==> config.mk <==
export PLATFORM = sky130hd
export DESIGN_NAME = i2c_master_register_access_top
export DESIGN_NICKNAME = d
export VERILOG_FILES = /design/src/sv/i2cm_pkg.sv /design/src/sv/i2c_master_register_access_top.sv /design/src/sv/i2cm_seq.sv /design/src/sv/i2cm_obuf.sv
export SDC_FILE = /design/constraint.sdc
export NUM_CORES = 1
export LEC_CHECK = 0
export CAP_MARGIN = 15
export CORE_MARGIN = 8
export CORE_UTILIZATION = 46
export CTS_CLUSTER_SIZE = 30
export DETAILED_ROUTE_END_ITERATION = 10
export DONT_BUFFER_PORTS = 1
export HOLD_SLACK_MARGIN = 0.02
export PLACE_DENSITY = 0.65
export SKIP_CTS_REPAIR_TIMING = 1
export SYNTH_ARGS = -nofsm -noshare
export SYNTH_HDL_FRONTEND = slang
export SYNTH_HIERARCHICAL = 1
export SYNTH_SLANG_ARGS = --single-unit
==> constraint.sdc <==
create_clock -name clk -period 4.65 [get_ports clk]
set_clock_uncertainty 0.2 [all_clocks]
set_input_delay 0.93 -clock clk [delete_from_list [all_inputs] [get_ports clk]]
set_output_delay 0.93 -clock clk [all_outputs]
set_load 0.03 [all_outputs]
==> src/sv/i2cm_pkg.sv <==
package i2cm_pkg;

	// Command codes carried by the action field
	localparam logic [1:0] ACT_NONE  = 2'd0;
	localparam logic [1:0] ACT_WRITE = 2'd1;
	localparam logic [1:0] ACT_READ  = 2'd2;
	localparam logic [1:0] ACT_PROBE = 2'd3;

	// Configuration register indexes
	localparam logic [1:0] CFG_HALF_BIT   = 2'd0;
	localparam logic [1:0] CFG_START_STOP = 2'd1;
	localparam logic [1:0] CFG_POLL_LIMIT = 2'd2;
	localparam logic [1:0] CFG_STOP_GAP   = 2'd3;

	// Configuration reset values
	localparam logic [7:0]  HALF_BIT_RST   = 8'd2;
	localparam logic [7:0]  START_STOP_RST = 8'd4;
	localparam logic [7:0]  POLL_LIMIT_RST = 8'd250;
	localparam logic [15:0] STOP_GAP_RST   = 16'd2000;

	// Byte step marking a failed (timed out) transfer
	localparam logic [2:0] STEP_FAIL = 3'd7;

	localparam int CFG_DATA_W = 16;

	typedef struct packed {
		logic [7:0]  half_bit_ticks;
		logic [7:0]  start_stop_ticks;
		logic [7:0]  ack_poll_limit;
		logic [15:0] stop_gap_ticks;
	} cfg_t;

	typedef struct packed {
		logic [1:0] action;
		logic [6:0] dev_addr;
		logic [7:0] reg_addr;
		logic [7:0] wr_data;
	} cmd_t;

	typedef struct packed {
		logic       scl_level;
		logic       sda_level;
		logic       busy_res;
		logic       done_res;
		logic       nack_error;
		logic [7:0] rd_data;
	} res_t;

endpackage

==> src/sv/i2c_master_register_access_top.sv <==
// I2C master for single register access. Every input transaction is one bus
// timing tick with the sampled SDA level; a nonzero action given while idle
// starts a write, read or address probe, and each tick returns exactly one
// result transaction with the SCL/SDA drive levels (1 = release), busy, a
// one-tick done pulse with nack_error, and the last byte read. A tick is
// taken every clock cycle while input stall is low: the sequencer state updates
// in one pass and the result leaves from an output register. One skid entry
// sits behind that register, so input stall rises only once it holds a result
// behind a stalled output, and drops right after the output takes one. Timing
// registers are written through the cfg port; the user must write them only
// while the block is idle, as the block itself does not enforce this.
module i2c_master_register_access_top
	import i2cm_pkg::*;
(
	input  logic                  clk,
	input  logic                  arst_n,
	input  logic                  cfg_we,
	input  logic [1:0]            cfg_index,
	input  logic [CFG_DATA_W-1:0] cfg_data,
	input  logic                  in_valid,
	output logic                  in_stall,
	input  logic [1:0]            action,
	input  logic [6:0]            dev_addr,
	input  logic [7:0]            reg_addr,
	input  logic [7:0]            wr_data,
	input  logic                  sda_in,
	output logic                  out_valid,
	input  logic                  out_stall,
	output logic                  scl_level,
	output logic                  sda_level,
	output logic                  busy_res,
	output logic                  done_res,
	output logic                  nack_error,
	output logic [7:0]            rd_data
);

	cfg_t cfg_q;
	cmd_t cmd;
	res_t res_c, res_o;
	logic acc;
	logic full;

	// Configuration registers
	always_ff @(posedge clk or negedge arst_n) begin
		if (!arst_n) begin
			cfg_q.half_bit_ticks   <= HALF_BIT_RST;
			cfg_q.start_stop_ticks <= START_STOP_RST;
			cfg_q.ack_poll_limit   <= POLL_LIMIT_RST;
			cfg_q.stop_gap_ticks   <= STOP_GAP_RST;
		end else if (cfg_we) begin
			unique case (cfg_index)
				CFG_HALF_BIT:   cfg_q.half_bit_ticks   <= cfg_data[7:0];
				CFG_START_STOP: cfg_q.start_stop_ticks <= cfg_data[7:0];
				CFG_POLL_LIMIT: cfg_q.ack_poll_limit   <= cfg_data[7:0];
				CFG_STOP_GAP:   cfg_q.stop_gap_ticks   <= cfg_data;
			endcase
		end
	end

	assign in_stall = full;
	assign acc      = in_valid && !full;

	assign cmd.action   = action;
	assign cmd.dev_addr = dev_addr;
	assign cmd.reg_addr = reg_addr;
	assign cmd.wr_data  = wr_data;

	i2cm_seq u_seq (
		.clk    (clk),
		.arst_n (arst_n),
		.acc    (acc),
		.cmd    (cmd),
		.sda_in (sda_in),
		.cfg    (cfg_q),
		.res    (res_c)
	);

	i2cm_obuf u_obuf (
		.clk       (clk),
		.arst_n    (arst_n),
		.push      (acc),
		.res_in    (res_c),
		.full      (full),
		.out_valid (out_valid),
		.out_stall (out_stall),
		.res_out   (res_o)
	);

	assign scl_level  = res_o.scl_level;
	assign sda_level  = res_o.sda_level;
	assign busy_res   = res_o.busy_res;
	assign done_res   = res_o.done_res;
	assign nack_error = res_o.nack_error;
	assign rd_data    = res_o.rd_data;

	// Skid entry only fills behind a held output
	a_skid_behind_out: assert property (@(posedge clk) disable iff (!arst_n)
		in_stall |-> out_valid)
		else $error("skid entry valid while output register empty");

	// Done always comes while busy
	a_done_busy: assert property (@(posedge clk) disable iff (!arst_n)
		(out_valid && done_res) |-> busy_res)
		else $error("done without busy");

	// Error flag only on the done tick
	a_nack_done: assert property (@(posedge clk) disable iff (!arst_n)
		(out_valid && nack_error) |-> done_res)
		else $error("nack_error outside done");

	// A stalled output full of data fills the skid when a transaction is accepted
	a_skid_fill: assert property (@(posedge clk) disable iff (!arst_n)
		(out_valid && out_stall && in_valid && !in_stall) |=> in_stall)
		else $error("accepted transaction lost behind stalled output");

endmodule

==> src/sv/i2cm_seq.sv <==
module i2cm_seq
	import i2cm_pkg::*;
(
	input  logic       clk,
	input  logic       arst_n,
	input  logic       acc,
	input  cmd_t       cmd,
	input  logic       sda_in,
	input  cfg_t       cfg,
	output res_t       res
);

	typedef enum logic [4:0] {
		PH_IDLE     = 5'd0,
		PH_STA_A    = 5'd1,
		PH_STA_B    = 5'd2,
		PH_REP      = 5'd3,
		PH_TX_LO    = 5'd4,
		PH_TX_HI    = 5'd5,
		PH_ACK_LO   = 5'd6,
		PH_ACK_HI   = 5'd7,
		PH_ACK_POLL = 5'd8,
		PH_RX_LO    = 5'd9,
		PH_RX_HI    = 5'd10,
		PH_NK_LO    = 5'd11,
		PH_NK_HI    = 5'd12,
		PH_SP_A     = 5'd13,
		PH_SP_B     = 5'd14,
		PH_SP_C     = 5'd15,
		PH_GAP      = 5'd16,
		PH_DONE     = 5'd17
	} phase_t;

	phase_t      phase_q, phase_c, ph0;
	logic [3:0]  bit_cnt_q, bit_cnt_c, bit0;
	logic [2:0]  step_q, step_c, step0;
	logic [7:0]  shift_q, shift_c, sh0;
	logic [15:0] tick_q, tick_c, tick0;
	logic [7:0]  poll_q, poll_c, poll0;
	cmd_t        cmd_q, cmd_c;
	logic [7:0]  rd_byte_q, rd_byte_c;

	logic        start;
	logic [15:0] dur;
	logic [16:0] tsum;
	logic        fire;
	logic [7:0]  psum;
	logic [3:0]  bit_inc;
	logic [1:0]  drive;

	// Command pickup while idle
	always_comb begin
		start = (phase_q == PH_IDLE) && (cmd.action != ACT_NONE);
		ph0   = start ? PH_STA_A : phase_q;
		bit0  = start ? 4'd0 : bit_cnt_q;
		step0 = start ? 3'd0 : step_q;
		sh0   = start ? 8'd0 : shift_q;
		tick0 = start ? 16'd0 : tick_q;
		poll0 = start ? 8'd0 : poll_q;
		cmd_c = start ? cmd : cmd_q;
	end

	// Shared tick timer: duration picked by phase
	always_comb begin
		unique case (ph0)
			PH_STA_A, PH_STA_B, PH_SP_A, PH_SP_B, PH_SP_C:
				dur = {8'd0, cfg.start_stop_ticks};
			PH_GAP:
				dur = cfg.stop_gap_ticks;
			default:
				dur = {8'd0, cfg.half_bit_ticks};
		endcase
		tsum    = {1'b0, tick0} + 17'd1;
		fire    = tsum >= {1'b0, dur};
		psum    = poll0 + 8'd1;
		bit_inc = bit0 + 4'd1;
	end

	// Bus drive levels, bit 1 = SCL, bit 0 = SDA
	always_comb begin
		unique case (ph0)
			PH_STA_B, PH_SP_B:                       drive = 2'b10;
			PH_REP, PH_ACK_LO, PH_RX_LO, PH_NK_LO:   drive = 2'b01;
			PH_TX_LO:                                drive = {1'b0, sh0[7]};
			PH_TX_HI:                                drive = {1'b1, sh0[7]};
			PH_SP_A:                                 drive = 2'b00;
			default:                                 drive = 2'b11;
		endcase
	end

	// Result for this transaction
	always_comb begin
		res.scl_level  = drive[1];
		res.sda_level  = drive[0];
		res.busy_res   = (ph0 != PH_IDLE);
		res.done_res   = (ph0 == PH_DONE);
		res.nack_error = (ph0 == PH_DONE) && (step0 == STEP_FAIL);
		res.rd_data    = rd_byte_q;
	end

	// Next state
	always_comb begin
		phase_c   = ph0;
		bit_cnt_c = bit0;
		step_c    = step0;
		shift_c   = sh0;
		poll_c    = poll0;
		rd_byte_c = rd_byte_q;
		tick_c    = tick0;
		if (ph0 != PH_IDLE) begin
			unique case (ph0)
				PH_STA_A, PH_STA_B, PH_REP, PH_TX_LO, PH_TX_HI, PH_ACK_LO, PH_ACK_HI,
				PH_RX_LO, PH_RX_HI, PH_NK_LO, PH_NK_HI, PH_SP_A, PH_SP_B, PH_SP_C,
				PH_GAP:
					tick_c = fire ? 16'd0 : tsum[15:0];
				default:
					tick_c = tick0;
			endcase
			unique case (ph0)
				PH_STA_A: if (fire) phase_c = PH_STA_B;
				PH_STA_B: if (fire) begin
					shift_c   = {cmd_c.dev_addr, (step0 == 3'd2)};
					bit_cnt_c = 4'd0;
					phase_c   = PH_TX_LO;
				end
				PH_REP:    if (fire) phase_c = PH_STA_A;
				PH_TX_LO:  if (fire) phase_c = PH_TX_HI;
				PH_TX_HI:  if (fire) begin
					shift_c   = {sh0[6:0], 1'b0};
					bit_cnt_c = bit_inc;
					phase_c   = (bit_inc >= 4'd8) ? PH_ACK_LO : PH_TX_LO;
				end
				PH_ACK_LO: if (fire) phase_c = PH_ACK_HI;
				PH_ACK_HI: if (fire) begin
					poll_c  = 8'd0;
					phase_c = PH_ACK_POLL;
				end
				PH_ACK_POLL: begin
					if (!sda_in) begin
						// acknowledged: pick the next byte of the transfer
						priority if (cmd_c.action == ACT_PROBE) begin
							phase_c = PH_SP_A;
						end else if (step0 == 3'd0) begin
							step_c    = 3'd1;
							shift_c   = cmd_c.reg_addr;
							bit_cnt_c = 4'd0;
							phase_c   = PH_TX_LO;
						end else if (cmd_c.action == ACT_WRITE) begin
							if (step0 == 3'd1) begin
								step_c    = 3'd2;
								shift_c   = cmd_c.wr_data;
								bit_cnt_c = 4'd0;
								phase_c   = PH_TX_LO;
							end else begin
								phase_c = PH_SP_A;
							end
						end else if (step0 == 3'd1) begin
							step_c  = 3'd2;
							phase_c = PH_REP;
						end else begin
							step_c    = 3'd3;
							shift_c   = 8'd0;
							bit_cnt_c = 4'd0;
							phase_c   = PH_RX_LO;
						end
					end else begin
						poll_c = psum;
						if (psum >= cfg.ack_poll_limit) begin
							step_c  = STEP_FAIL;
							phase_c = PH_SP_A;
						end
					end
				end
				PH_RX_LO:  if (fire) phase_c = PH_RX_HI;
				PH_RX_HI:  if (fire) begin
					shift_c   = {sh0[6:0], sda_in};
					bit_cnt_c = bit_inc;
					phase_c   = (bit_inc >= 4'd8) ? PH_NK_LO : PH_RX_LO;
				end
				PH_NK_LO:  if (fire) phase_c = PH_NK_HI;
				PH_NK_HI:  if (fire) begin
					rd_byte_c = sh0;
					phase_c   = PH_SP_A;
				end
				PH_SP_A:   if (fire) phase_c = PH_SP_B;
				PH_SP_B:   if (fire) phase_c = PH_SP_C;
				PH_SP_C:   if (fire) begin
					if (step0 == STEP_FAIL || cmd_c.action == ACT_PROBE ||
					    cfg.stop_gap_ticks == 16'd0)
						phase_c = PH_DONE;
					else
						phase_c = PH_GAP;
				end
				PH_GAP:    if (fire) phase_c = PH_DONE;
				default: begin
					phase_c = PH_IDLE;
					tick_c  = 16'd0;
				end
			endcase
		end
	end

	// State registers, updated once per accepted transaction
	always_ff @(posedge clk or negedge arst_n) begin
		if (!arst_n) begin
			phase_q   <= PH_IDLE;
			bit_cnt_q <= '0;
			step_q    <= '0;
			shift_q   <= '0;
			tick_q    <= '0;
			poll_q    <= '0;
			cmd_q     <= '0;
			rd_byte_q <= '0;
		end else if (acc) begin
			phase_q   <= phase_c;
			bit_cnt_q <= bit_cnt_c;
			step_q    <= step_c;
			shift_q   <= shift_c;
			tick_q    <= tick_c;
			poll_q    <= poll_c;
			cmd_q     <= cmd_c;
			rd_byte_q <= rd_byte_c;
		end
	end

endmodule

==> src/sv/i2cm_obuf.sv <==
module i2cm_obuf
	import i2cm_pkg::*;
(
	input  logic clk,
	input  logic arst_n,
	input  logic push,
	input  res_t res_in,
	output logic full,
	output logic out_valid,
	input  logic out_stall,
	output res_t res_out
);

	logic out_vld_q, skid_vld_q;
	res_t out_q, skid_q;
	logic slot_free;

	assign slot_free = !out_vld_q || !out_stall;
	assign full      = skid_vld_q;
	assign out_valid = out_vld_q;
	assign res_out   = out_q;

	// Output register with one skid entry behind it
	always_ff @(posedge clk or negedge arst_n) begin
		if (!arst_n) begin
			out_vld_q  <= 1'b0;
			skid_vld_q <= 1'b0;
		end else if (slot_free) begin
			out_vld_q  <= skid_vld_q || push;
			skid_vld_q <= 1'b0;
		end else if (push) begin
			skid_vld_q <= 1'b1;
		end
	end

	// Payload moves without reset
	always_ff @(posedge clk) begin
		if (slot_free) begin
			out_q <= skid_vld_q ? skid_q : res_in;
		end else if (push) begin
			skid_q <= res_in;
		end
	end

endmodule
==> impl_metrics.csv, run 1 <==
group,metric,value,unit
yosys,ys_async_sr_fraction,0.821,
cells_and_area,fillCellCount,1630,
yosys,synth-adder-area-share,0.0409,
global_route,pin_count_of_the_biggest_net_entering_global_routing,120,
floorplanning,design.core.area,18500,sq um
global_route,number_of_antenna_violations_at_the_first_check_in_global_routing,0,
floorplanning,floorplan.rows,50,
yosys,post_synth.cell_area_avg,10.1,sq um
setup_path,critical_path.cell_chain,"nor2_1, nor3_4, nor4_4, nand3_2, or3_1, a21oi_1, ha_1, nand4_1, nor3_2, o31a_1, o41ai_4, nand2_2, buf_4, nor3_2, buf_4, a21oi_1, nor2_1",
yosys,synth.net_count,928,
setup_path,setup.worst_path.end_class,"register",
setup_path,critical-path-slowest-cell,"sky130_fd_sc_hd__o41ai_4",
global_route,first_global_vias,6728,
hold_path,holdCritPathClass,"in2async",
yosys,synth-simple-area-share,0.159,
floorplanning,io_pins,64,
sta,setup_viol_count_final,0,
yosys,synth_area,8570,sq um
yosys,synth-compound-area-share,0.189,
yosys,synthXorXnorAreaFrac,0.0184,
setup_path,startpoint_class,"input port",
setup_path,critical_path.max_fanout,17,
sta,final.setup.tns,0,ns
sta,timing.final.crit_share,0.946,
setup_path,critPathTopFamily,"simple AND/OR/NAND/NOR gates",
routing,drt_via_density,6.06,
global_route,top_usage_layer,"met2",
setup_path,worstSetupPathDepth,17,
sta,timing.final.ws_setup,0.250,ns
setup_path,r2r.worst_path.cells,17,
cells_and_area,most-common-layout-cells,"sky130_fd_sc_hd__nand2_1, sky130_fd_sc_hd__dfrtp_1, sky130_fd_sc_hd__mux2_2",
cells_and_area,layout_commonest_cell,"sky130_fd_sc_hd__nand2_1",
global_route,global_route.usage.met2,0.278,
clock_tree,post_cts_clock_slew_at_the_launch_and_capture_registers_of_the_worst_setup_and_hold_paths,0.07,ns
yosys,postSynthRegisterBits,145,
clock_tree,clock_tree.buffer_depth,2,
clock_tree,ctsHtreeMaxLevel,4,
routing,routed_wirelength,21600,um
yosys,yosysUniqueCellTypes,81,
global_route,gr-usage-met1,0.262,
setup_path,critical_path_required,4.79,ns
clock_tree,clockRootBuffer,"sky130_fd_sc_hd__clkbuf_16",
sta,rsz0062_at_grt,"false",
placement,dp_worst_setup_slack,-0.132,ns
floorplanning,die-height,152,um
sta,timing_hold_violations_final,0,
setup_path,path_buf_inv,2,
sta,slew_headroom,0.331,
placement,io_buffer_count,0,
global_route,groute.layer.met3.usage,0.0420,
clock_tree,cts_tree,"done",
status,run_status,"complete, no violations",
job,drv_cap,0,
yosys,post_synth_inst_count,851,
yosys,synth-edff-count,26,
pwr,peakVddDrop,0.309,mV
sta,worst-slew-pin-transition,1.00,ns
pwr,power-per-cell-area,591,nW/um^2
sta,timing.fmax,0.227,GHz
sta,final.min_clock_period,4.40,ns
setup_path,critical_path_arrival,4.54,ns
cells_and_area,final_layout_size_suffix_gt1_frac,0.239,
clock_tree,cts_buffers,17,
floorplanning,start_util,0.463,
routing,detail_route.wl_per_cell,19.2,um
routing,drt_first_pass_iters,6,
routing,first_iter_violations,784,
routing,postRouteAntennaNets,0,
routing,drcViolationCount,0,
global_route,grt_pass1_wl,35700,um
cells_and_area,fin_nets,958,
sta,final_max_slew_viol_count,0,
yosys,dominant_combinational_cell_family_by_area_after_synthesis,"compound AO/OA/AOI/OAI gates",
placement,gp_congestion,0.915,
yosys,ys_warn_count,6,
floorplanning,floorplan.die.width,152,um
cells_and_area,insertedDiodeCount,0,
setup_path,critPathKind,"in2reg",
placement,hpwl,15400,um
clock_tree,insertion_delay,0.42,ns
cells_and_area,final_area,9770,sq um
yosys,synth.yosys.seq_area_share,0.441,
cells_and_area,area_delta_synth_final,14.1,%
setup_path,slowest_delay,0.42,ns
routing,num_vias,6833,
yosys,synth-main-ff-cell,"sky130_fd_sc_hd__dfrtp_1",
clock_tree,cts_sink_cnt,145,
global_route,grt.overflow.total,0,
pwr,cellLeakagePower,4.08,nW
floorplanning,floorplan.die_area,23300,sq um
global_route,grt_usage,0.186,
yosys,synthMuxAreaShare,0.117,
placement,postPlaceCellArea,9130,sq um
==> worst reg2reg max path: cells and delay by family, from the launching register on <==
family / cells / cell delay [ns]
compound gates: 4 / 0.93
fa+ha+maj: 1 / 0.31
buf+inv: 2 / 0.42
flops: 1 / 0.48
simple gates: 10 / 1.93
==> layout make-up <==
| class | instances | area (sq um) | share of cell area |
|---|---|---|---|
| Timing Repair Buffer | 52 | 423 | 0.0433 |
| Sequential cell | 145 | 3780 | 0.386 |
| Clock inverter | 15 | 194 | 0.0198 |
| Multi-Input combinational cell | 640 | 4570 | 0.467 |
| Inverter | 25 | 96.3 | 0.00986 |
| Tap cell | 234 | 293 | 0.0300 |
| Clock buffer | 17 | 425 | 0.0435 |
==> power by group <==
| part | switching, mW | internal, mW |
|---|---|---|
| Combinational | 1.43 | 1.04 |
| Clock | 0.595 | 0.818 |
| Sequential | 0.289 | 1.61 |
| Total | 2.31 | 3.47 |
==> through the flow <==
step	utilization	total power [mW]	cells	hold WS (ns)
global route	0.528	6.13	1128	0.124
floorplan	-	3.59	851	0.243
finish	0.528	5.78	1128	0.146
CTS	0.526	5.76	1127	-0.0209
detailed placement	0.493	4.31	1095	0.274
global placement	0.493	4.26	1095	0.271
==> flip-flops by register name, indices dropped and copies added (netlist names) <==
register,flops
u_seq/poll_q,8
u_obuf/res_out,13
u_seq/rd_byte_q,8
u_obuf/out_valid,1
u_obuf/full,1
u_seq/shift_q,8
u_seq/step_q,3
u_seq/phase_q,5
u_obuf/skid_q,13
cfg_q,40
u_seq/tick_q,16
u_seq/bit_cnt_q,4
u_seq/cmd_q,25
==> worst paths after layout <==
kind | startpoint | end | slack [ns]
max in group asynchronous | arst_n | u_seq/cmd_q[8]$_DFFE_PN0P_ | 3.56
setup / recovery | action[1] | u_seq/tick_q[13]$_DFFE_PN0P_ | 0.25
hold reg to reg | u_seq/rd_byte_q[3]$_DFFE_PN0P_ | u_obuf/skid_q[3]$_DFFE_PP_ | 0.29
setup reg to reg | u_seq/phase_q[1]$_DFFE_PN0P_ | u_seq/tick_q[13]$_DFFE_PN0P_ | 0.30
hold / removal | arst_n | cfg_q[6]$_DFFE_PN1P_ | 0.15
min in group clk | u_seq/rd_byte_q[3]$_DFFE_PN0P_ | u_obuf/skid_q[3]$_DFFE_PP_ | 0.29
==> per-layer routing <==
| layer | wire length [um] | share of wire |
|---|---|---|
| met1 | 10100 | 0.47 |
| met2 | 9630 | 0.44 |
| met3 | 1570 | 0.072 |
| met4 | 322 | 0.015 |
| met5 | 0 | 0 |
==> cell families after synthesis <==
group,Yosys count
XOR/XNOR,18
flip-flops,145
buffers and inverters,66
AO/OA/AOI/OAI,231
AND/OR/NAND/NOR,276
adder cells (fa/ha/maj),28
multiplexers,87
==> synthesized netlist by cell type, types with 5 or more instances <==
| master | number | area share |
|---|---|---|
| sky130_fd_sc_hd__a31oi_1 | 16 | 0.012 |
| sky130_fd_sc_hd__mux2_4 | 8 | 0.014 |
| sky130_fd_sc_hd__clkbuf_1 | 19 | 0.0083 |
| sky130_fd_sc_hd__a221o_1 | 9 | 0.011 |
| sky130_fd_sc_hd__a221oi_1 | 7 | 0.0072 |
| sky130_fd_sc_hd__a211oi_1 | 5 | 0.0044 |
| sky130_fd_sc_hd__a32o_1 | 7 | 0.0082 |
| sky130_fd_sc_hd__a21o_1 | 5 | 0.0044 |
| sky130_fd_sc_hd__xnor2_1 | 12 | 0.012 |
| sky130_fd_sc_hd__nand4_1 | 10 | 0.0073 |
| sky130_fd_sc_hd__or3_1 | 5 | 0.0037 |
| sky130_fd_sc_hd__nor2_1 | 56 | 0.025 |
| sky130_fd_sc_hd__ha_1 | 28 | 0.041 |
| sky130_fd_sc_hd__nor3_1 | 11 | 0.0064 |
| sky130_fd_sc_hd__nand2_1 | 113 | 0.050 |
| sky130_fd_sc_hd__dfstp_2 | 14 | 0.043 |
| sky130_fd_sc_hd__nor4_1 | 6 | 0.0044 |
| sky130_fd_sc_hd__edfxtp_1 | 26 | 0.091 |
| sky130_fd_sc_hd__xor2_1 | 6 | 0.0061 |
| sky130_fd_sc_hd__inv_1 | 24 | 0.011 |
| sky130_fd_sc_hd__a21oi_1 | 51 | 0.030 |
| sky130_fd_sc_hd__mux2_2 | 70 | 0.092 |
| sky130_fd_sc_hd__nand3_1 | 26 | 0.015 |
| sky130_fd_sc_hd__and2_1 | 7 | 0.0051 |
| sky130_fd_sc_hd__buf_2 | 11 | 0.0064 |
| sky130_fd_sc_hd__and3_1 | 6 | 0.0044 |
| sky130_fd_sc_hd__dfrtp_1 | 105 | 0.31 |
| sky130_fd_sc_hd__mux2i_1 | 9 | 0.011 |
| sky130_fd_sc_hd__nand2b_1 | 5 | 0.0037 |
| sky130_fd_sc_hd__o21ai_0 | 54 | 0.032 |
| sky130_fd_sc_hd__o221ai_1 | 6 | 0.0061 |
| sky130_fd_sc_hd__nor3_2 | 5 | 0.0058 |
| sky130_fd_sc_hd__a22o_1 | 22 | 0.022 |
| sky130_fd_sc_hd__buf_1 | 5 | 0.0022 |
Note: power is estimated with default switching activity, not from simulation.
==> run 2: changes to the inputs <==
PLACE_DENSITY = unset   (was 0.65)
PLACE_DENSITY_LB_ADDON = 0.08   (was unset)
==> run 2 against run 1 <==
Effect of this change:
- global-route usage rose by 1.1 points
- maximum frequency grew 0.87%
- sequential share of layout area shrank 0.087 points
- combinational power hardly changed
- setup slack improved by 0.038 ns
- die area unchanged
- register-to-register slack hardly changed
- utilization up 0.10 points
- final cell count about the same
- largest cell class unchanged
==> impl_metrics.csv, run 2 (synthesis results as in run 1) <==
group,metric,value,unit
global_route,grt_pass1_wl,36900,um
routing,num_vias,6971,
pwr,peakVddDrop,0.310,mV
cells_and_area,largest_reg_flops,40,
setup_path,setup.worst_path.end_class,"register",
sta,timing.final.crit_share,0.938,
global_route,grt.overflow.total,0,
pwr,power-per-cell-area,597,nW/um^2
floorplanning,start_util,0.463,
routing,drt_via_density,6.17,
cells_and_area,top_regs,"cfg_q (40), u_seq/cmd_q (25), u_seq/tick_q (16)",
setup_path,r2r.worst_path.cells,16,
pwr,power.sequential.fraction,0.327,
sta,rsz0062_at_grt,"false",
global_route,number_of_antenna_violations_at_the_first_check_in_global_routing,0,
placement,placed_cells_incl_taps,1096,
status,run_status,"complete, no violations",
sta,timing.fmax,0.229,GHz
pwr,internal_power,3.53,mW
sta,final_max_slew_viol_count,0,
routing,routed_wirelength,23000,um
cells_and_area,fillCellCount,1705,
pwr,report.power.total,5.85,mW
clock_tree,post_cts_clock_slew_at_the_launch_and_capture_registers_of_the_worst_setup_and_hold_paths,0.06,ns
cells_and_area,most-common-layout-cells,"sky130_fd_sc_hd__nand2_1, sky130_fd_sc_hd__dfrtp_1, sky130_fd_sc_hd__mux2_2",
cells_and_area,final_area,9790,sq um
placement,postPlaceCellArea,9130,sq um
clock_tree,cts_sink_cnt,145,
setup_path,slowest_delay,0.37,ns
placement,hpwl,16600,um
routing,drcViolationCount,0,
routing,detail_route.wl_per_cell,20.4,um
cells_and_area,insertedDiodeCount,0,
setup_path,critical_path_required,4.75,ns
routing,postRouteAntennaNets,0,
sta,final.min_clock_period,4.36,ns
global_route,pin_count_of_the_biggest_net_entering_global_routing,120,
cells_and_area,fin_nets,959,
placement,gp_congestion,0.951,
clock_tree,clock_tree.buffer_depth,2,
setup_path,critical_path.cell_chain,"or2_0, nand3_2, and2_4, ha_4, nand3_4, nor3_4, and3_1, xnor2_1, nor2_1, ha_1, a211o_1, o211ai_1, a21oi_2, o41ai_4, nand2_2, inv_4, nor3_4, a221o_1, a32o_1",
setup_path,critical-path-slowest-cell,"sky130_fd_sc_hd__o41ai_4",
clock_tree,clockRootBuffer,"sky130_fd_sc_hd__clkbuf_16",
sta,slew_headroom,0.334,
floorplanning,floorplan.die.width,152,um
placement,io_buffer_count,0,
clock_tree,ctsHtreeMaxLevel,4,
global_route,first_global_vias,6691,
cells_and_area,layout_commonest_cell,"sky130_fd_sc_hd__nand2_1",
cells_and_area,final-instance-count-excl-fill,1129,
routing,drt_first_pass_iters,5,
clock_tree,insertion_delay,0.42,ns
floorplanning,floorplan.rows,50,
setup_path,timing.rr.end,"u_seq/shift_q[5]$_DFFE_PN0P_",
pwr,cellLeakagePower,4.09,nW
clock_tree,cts_buffers,17,
cells_and_area,utilization,0.529,
cells_and_area,area_delta_synth_final,14.3,%
pwr,net_switching_power,2.32,mW
cells_and_area,largest_register,"cfg_q",
pwr,power.switching_fraction,0.396,
setup_path,critical_path_arrival,4.47,ns
setup_path,critPathKind,"in2reg",
floorplanning,design.core.area,18500,sq um
routing,first_iter_violations,476,
global_route,grt_usage,0.197,
placement,dp_worst_setup_slack,-0.103,ns
sta,timing.final.ws_setup,0.288,ns
hold_path,holdCritPathClass,"in2async",
job,drv_cap,0,
setup_path,startpoint_class,"input port",
floorplanning,io_pins,64,
setup_path,reg2reg_slack,0.31,ns
pwr,combPwrFrac,0.423,
pwr,share_clk_of_total_power,0.250,
sta,timing_hold_violations_final,0,
sta,setup_viol_count_final,0,
clock_tree,cts_tree,"done",
setup_path,critical_path.max_fanout,7,
setup_path,crit_top_cell,"sky130_fd_sc_hd__nor3_4",
cells_and_area,final_layout_size_suffix_gt1_frac,0.237,
sta,worst-slew-pin-transition,0.999,ns
floorplanning,floorplan.die_area,23300,sq um
floorplanning,die-height,152,um
setup_path,worstReg2RegStart,"u_seq/phase_q[0]$_DFFE_PN0P_",
==> run 2: critical path, delay by kind of cell <==
kind                       cells  cell delay, ns
and+or+nand+nor                9            1.51
xor gates and xnor gates       1            0.06
AOI/OAI and AO/OA              6            1.41
adders and majority gates      2            0.42
buffers and inverters          1            0.13
==> run 2: per-stage QoR <==
stage	setup TNS, ns	hold slack (ns)
after floorplan	-7.81	0.243
after global placement	-0.512	0.270
after detailed placement	-2.10	0.275
after CTS	0	-0.0234
after global routing	0	0.118
final	0	0.146
==> run 2: area by class of cell <==
class,count,area (sq um),share of cell area
Clock inverter,15,206,0.0211
Timing Repair Buffer,53,430,0.0440
Multi-Input combinational cell,640,4570,0.466
Sequential cell,145,3780,0.386
Tap cell,234,293,0.0299
Inverter,25,96.3,0.00984
Clock buffer,17,425,0.0434
==> run 2: worst max-delay path by stage <==
stage	from	endpoint	slack, ns	depth (start not counted)
global placement	action[1]	u_seq/shift_q[6]$_DFFE_PN0P_	-0.07	20
global route	u_seq/phase_q[0]$_DFFE_PN0P_	u_seq/bit_cnt_q[0]$_DFFE_PN0P_	0.05	18
detailed placement	action[1]	u_seq/shift_q[6]$_DFFE_PN0P_	-0.10	21
CTS	action[1]	u_seq/tick_q[0]$_DFFE_PN0P_	0.31	20
floorplan	action[1]	u_seq/shift_q[2]$_DFFE_PN0P_	-0.32	22
finish	action[1]	u_seq/shift_q[5]$_DFFE_PN0P_	0.29	19
==> run 2: layer usage <==
metal  share of wire  track usage  up-vias
li1                -            -     3237
met4           0.013       0.0622        0
met1            0.48        0.282     3474
met5               0            0        -
met2            0.43        0.281      231
met3           0.074       0.0545       29
==> run 2: power by group through the flow <==
stage,sequential (mW),clock (mW),combinational [mW]
after floorplan,1.81,0,1.78
after global placement,1.92,0,2.37
after detailed placement,1.93,0,2.41
after CTS,1.91,1.50,2.42
after global routing,1.95,1.55,2.69
final,1.91,1.46,2.47
==> run 3: changes to the inputs <==
CELL_PAD_IN_SITES_DETAIL_PLACEMENT = 0   (was unset)
CELL_PAD_IN_SITES_GLOBAL_PLACEMENT = 1   (was unset)
SLEW_MARGIN = 30   (was unset)
==> run 3 against run 2 <==
Effect of this change:
- total power fell by 0.24%
- register-to-register slack improved by 0.06 ns
- combinational power rose by 4%
- utilization rose by 0.081 points
- largest power group unchanged
- critical path depth rose by 1
- setup slack got worse by 0.039 ns
- clock power fell by 6%
==> impl_metrics.csv, run 3 (synthesis results as in run 1) <==
group,metric,value,unit
sta,worst-slew-pin-transition,0.607,ns
global_route,number_of_antenna_violations_at_the_first_check_in_global_routing,0,
global_route,grt.overflow.total,0,
clock_tree,clock_tree.buffer_depth,2,
setup_path,r2r.worst_path.cells,20,
pwr,combPwrFrac,0.441,
routing,routed_wirelength,24000,um
pwr,power.switching_fraction,0.405,
routing,drt_first_pass_iters,5,
cells_and_area,top_regs,"cfg_q (40), u_seq/cmd_q (25), u_seq/tick_q (16)",
cells_and_area,area_delta_synth_final,14.5,%
placement,placed_cells_incl_taps,1102,
sta,timing.final.ws_setup,0.248,ns
global_route,pin_count_of_the_biggest_net_entering_global_routing,120,
cells_and_area,largest_reg_flops,40,
clock_tree,ctsHtreeMaxLevel,4,
job,drv_cap,0,
cells_and_area,most-common-layout-cells,"sky130_fd_sc_hd__nand2_1, sky130_fd_sc_hd__dfrtp_1, sky130_fd_sc_hd__mux2_2",
floorplanning,design.core.area,18500,sq um
global_route,top_usage_layer,"met2",
pwr,peakVddDrop,0.273,mV
setup_path,critical_path_arrival,4.51,ns
floorplanning,floorplan.die_area,23300,sq um
placement,gp_congestion,0.879,
floorplanning,io_pins,64,
setup_path,worstReg2RegStart,"u_seq/phase_q[2]$_DFFE_PN0P_",
cells_and_area,layout_commonest_cell,"sky130_fd_sc_hd__nand2_1",
setup_path,critPathKind,"in2reg",
floorplanning,die-height,152,um
pwr,share_clk_of_total_power,0.235,
sta,rsz0062_at_grt,"false",
clock_tree,cts_tree,"done",
sta,final.setup.tns,0,ns
placement,io_buffer_count,0,
routing,num_vias,7010,
global_route,gr-usage-met1,0.295,
pwr,cellLeakagePower,4.11,nW
hold_path,holdCritPathClass,"in2async",
pwr,internal_power,3.47,mW
placement,hpwl,17100,um
routing,drcViolationCount,0,
cells_and_area,final_layout_size_suffix_gt1_frac,0.242,
sta,timing.fmax,0.227,GHz
sta,timing.final.crit_share,0.947,
sta,final.min_clock_period,4.40,ns
routing,drt_via_density,6.18,
cells_and_area,fin_nets,965,
clock_tree,cts_buffers,17,
setup_path,reg2reg_slack,0.37,ns
global_route,first_global_vias,6864,
cells_and_area,largest_register,"cfg_q",
cells_and_area,insertedDiodeCount,0,
routing,first_iter_violations,638,
sta,final_max_slew_viol_count,0,
sta,fin_hold_ws,0.148,ns
floorplanning,start_util,0.463,
pwr,power-per-cell-area,595,nW/um^2
setup_path,critical_path_required,4.76,ns
setup_path,timing.rr.end,"u_seq/shift_q[3]$_DFFE_PN0P_",
setup_path,setup.worst_path.end_class,"register",
pwr,power.sequential.fraction,0.324,
sta,setup_viol_count_final,0,
clock_tree,insertion_delay,0.42,ns
placement,dp_worst_setup_slack,-0.230,ns
clock_tree,post_cts_clock_slew_at_the_launch_and_capture_registers_of_the_worst_setup_and_hold_paths,0.07,ns
floorplanning,floorplan.rows,50,
sta,slew_headroom,0.596,
sta,timing_hold_violations_final,0,
routing,postRouteAntennaNets,0,
global_route,global_route.usage.met2,0.308,
setup_path,critical_path.max_fanout,13,
global_route,grt_pass1_wl,38800,um
setup_path,startpoint_class,"input port",
cells_and_area,final-instance-count-excl-fill,1135,
status,run_status,"complete, no violations",
global_route,grt_usage,0.207,
clock_tree,cts_sink_cnt,145,
routing,detail_route.wl_per_cell,21.2,um
clock_tree,clockRootBuffer,"sky130_fd_sc_hd__clkbuf_16",
global_route,groute.layer.met3.usage,0.0505,
pwr,net_switching_power,2.36,mW
floorplanning,floorplan.die.width,152,um
run 3: changes by cell type in the layout (fill, tap and decap cells not counted):
cell | previous run | this run
sky130_fd_sc_hd__buf_12 | 1 | 2
sky130_fd_sc_hd__inv_6 | 3 | 6
sky130_fd_sc_hd__bufinv_16 | 4 | 2
sky130_fd_sc_hd__buf_6 | 0 | 1
sky130_fd_sc_hd__dfrtp_2 | 0 | 1
sky130_fd_sc_hd__clkinvlp_4 | 2 | 1
sky130_fd_sc_hd__inv_4 | 1 | 0
sky130_fd_sc_hd__dfrtp_1 | 105 | 104
sky130_fd_sc_hd__clkinv_2 | 0 | 1
sky130_fd_sc_hd__clkinv_4 | 3 | 2
sky130_fd_sc_hd__clkbuf_1 | 0 | 1
sky130_fd_sc_hd__buf_4 | 51 | 55
run 3: final cells by class:
class,instances,area [sq um]
clock inverter,14,153
inverter,25,98.8
multi-input combinational,640,4570
timing repair buffer,59,492
fill,1698,8710
clock buffer,18,429
tap,234,293
sequential,145,3780
run 3: worst max-delay path, stage by stage:
cell	delay, ns
sky130_fd_sc_hd__or2_0	0.30
sky130_fd_sc_hd__nand3_2	0.15
sky130_fd_sc_hd__and2_4	0.17
sky130_fd_sc_hd__ha_4	0.14
sky130_fd_sc_hd__nand3_4	0.09
sky130_fd_sc_hd__nor3_4	0.19
sky130_fd_sc_hd__nand3_2	0.12
sky130_fd_sc_hd__nor2_1	0.14
sky130_fd_sc_hd__xnor2_1	0.13
sky130_fd_sc_hd__nor2_1	0.07
sky130_fd_sc_hd__ha_1	0.32
sky130_fd_sc_hd__nand4_1	0.14
sky130_fd_sc_hd__nor3_2	0.21
sky130_fd_sc_hd__a21oi_1	0.13
sky130_fd_sc_hd__and2_1	0.20
sky130_fd_sc_hd__nand2_2	0.14
sky130_fd_sc_hd__inv_6	0.09
sky130_fd_sc_hd__o211ai_1	0.49
sky130_fd_sc_hd__nand2_1	0.11
sky130_fd_sc_hd__a22o_1	0.25
run 3: routing by layer:
| metal | routed length [um] | vias up |
|---|---|---|
| met2 | 10700 | 226 |
| met1 | 11500 | 3506 |
| met4 | 284 | 0 |
| li1 | - | 3254 |
| met3 | 1520 | 24 |
| met5 | 0 | - |
run 3: worst max-delay path by stage:
stage	depth (start not counted)	slack, ns	endpoint	startpoint
floorplan	22	-0.32	u_seq/shift_q[2]$_DFFE_PN0P_	action[1]
global placement	19	-0.20	u_seq/shift_q[2]$_DFFE_PN0P_	action[1]
detailed placement	20	-0.23	u_seq/poll_q[0]$_DFFE_PN0P_	action[1]
CTS	20	0.19	u_seq/poll_q[0]$_DFFE_PN0P_	action[1]
global route	20	0.02	u_seq/tick_q[3]$_DFFE_PN0P_	action[1]
finish	20	0.25	u_seq/poll_q[0]$_DFFE_PN0P_	action[1]
run 3: power by group through the flow:
stage | Clock, mW | Combinational, mW | Sequential (mW)
final | 1.37 | 2.57 | 1.89
after global routing | 1.47 | 2.80 | 1.92
after CTS | 1.41 | 2.51 | 1.88
after detailed placement | 0 | 2.50 | 1.91
after global placement | 0 | 2.45 | 1.89
after floorplan | 0 | 1.78 | 1.81
run 3: metrics by stage:
stage / util / total power, mW / cell area (sq um)
finish: 0.530 / 5.83 / 9810
global route: 0.530 / 6.20 / 9810
CTS: 0.528 / 5.81 / 9770
detailed placement: 0.496 / 4.40 / 9190
global placement: 0.496 / 4.35 / 9190
floorplan: - / 3.59 / 8680
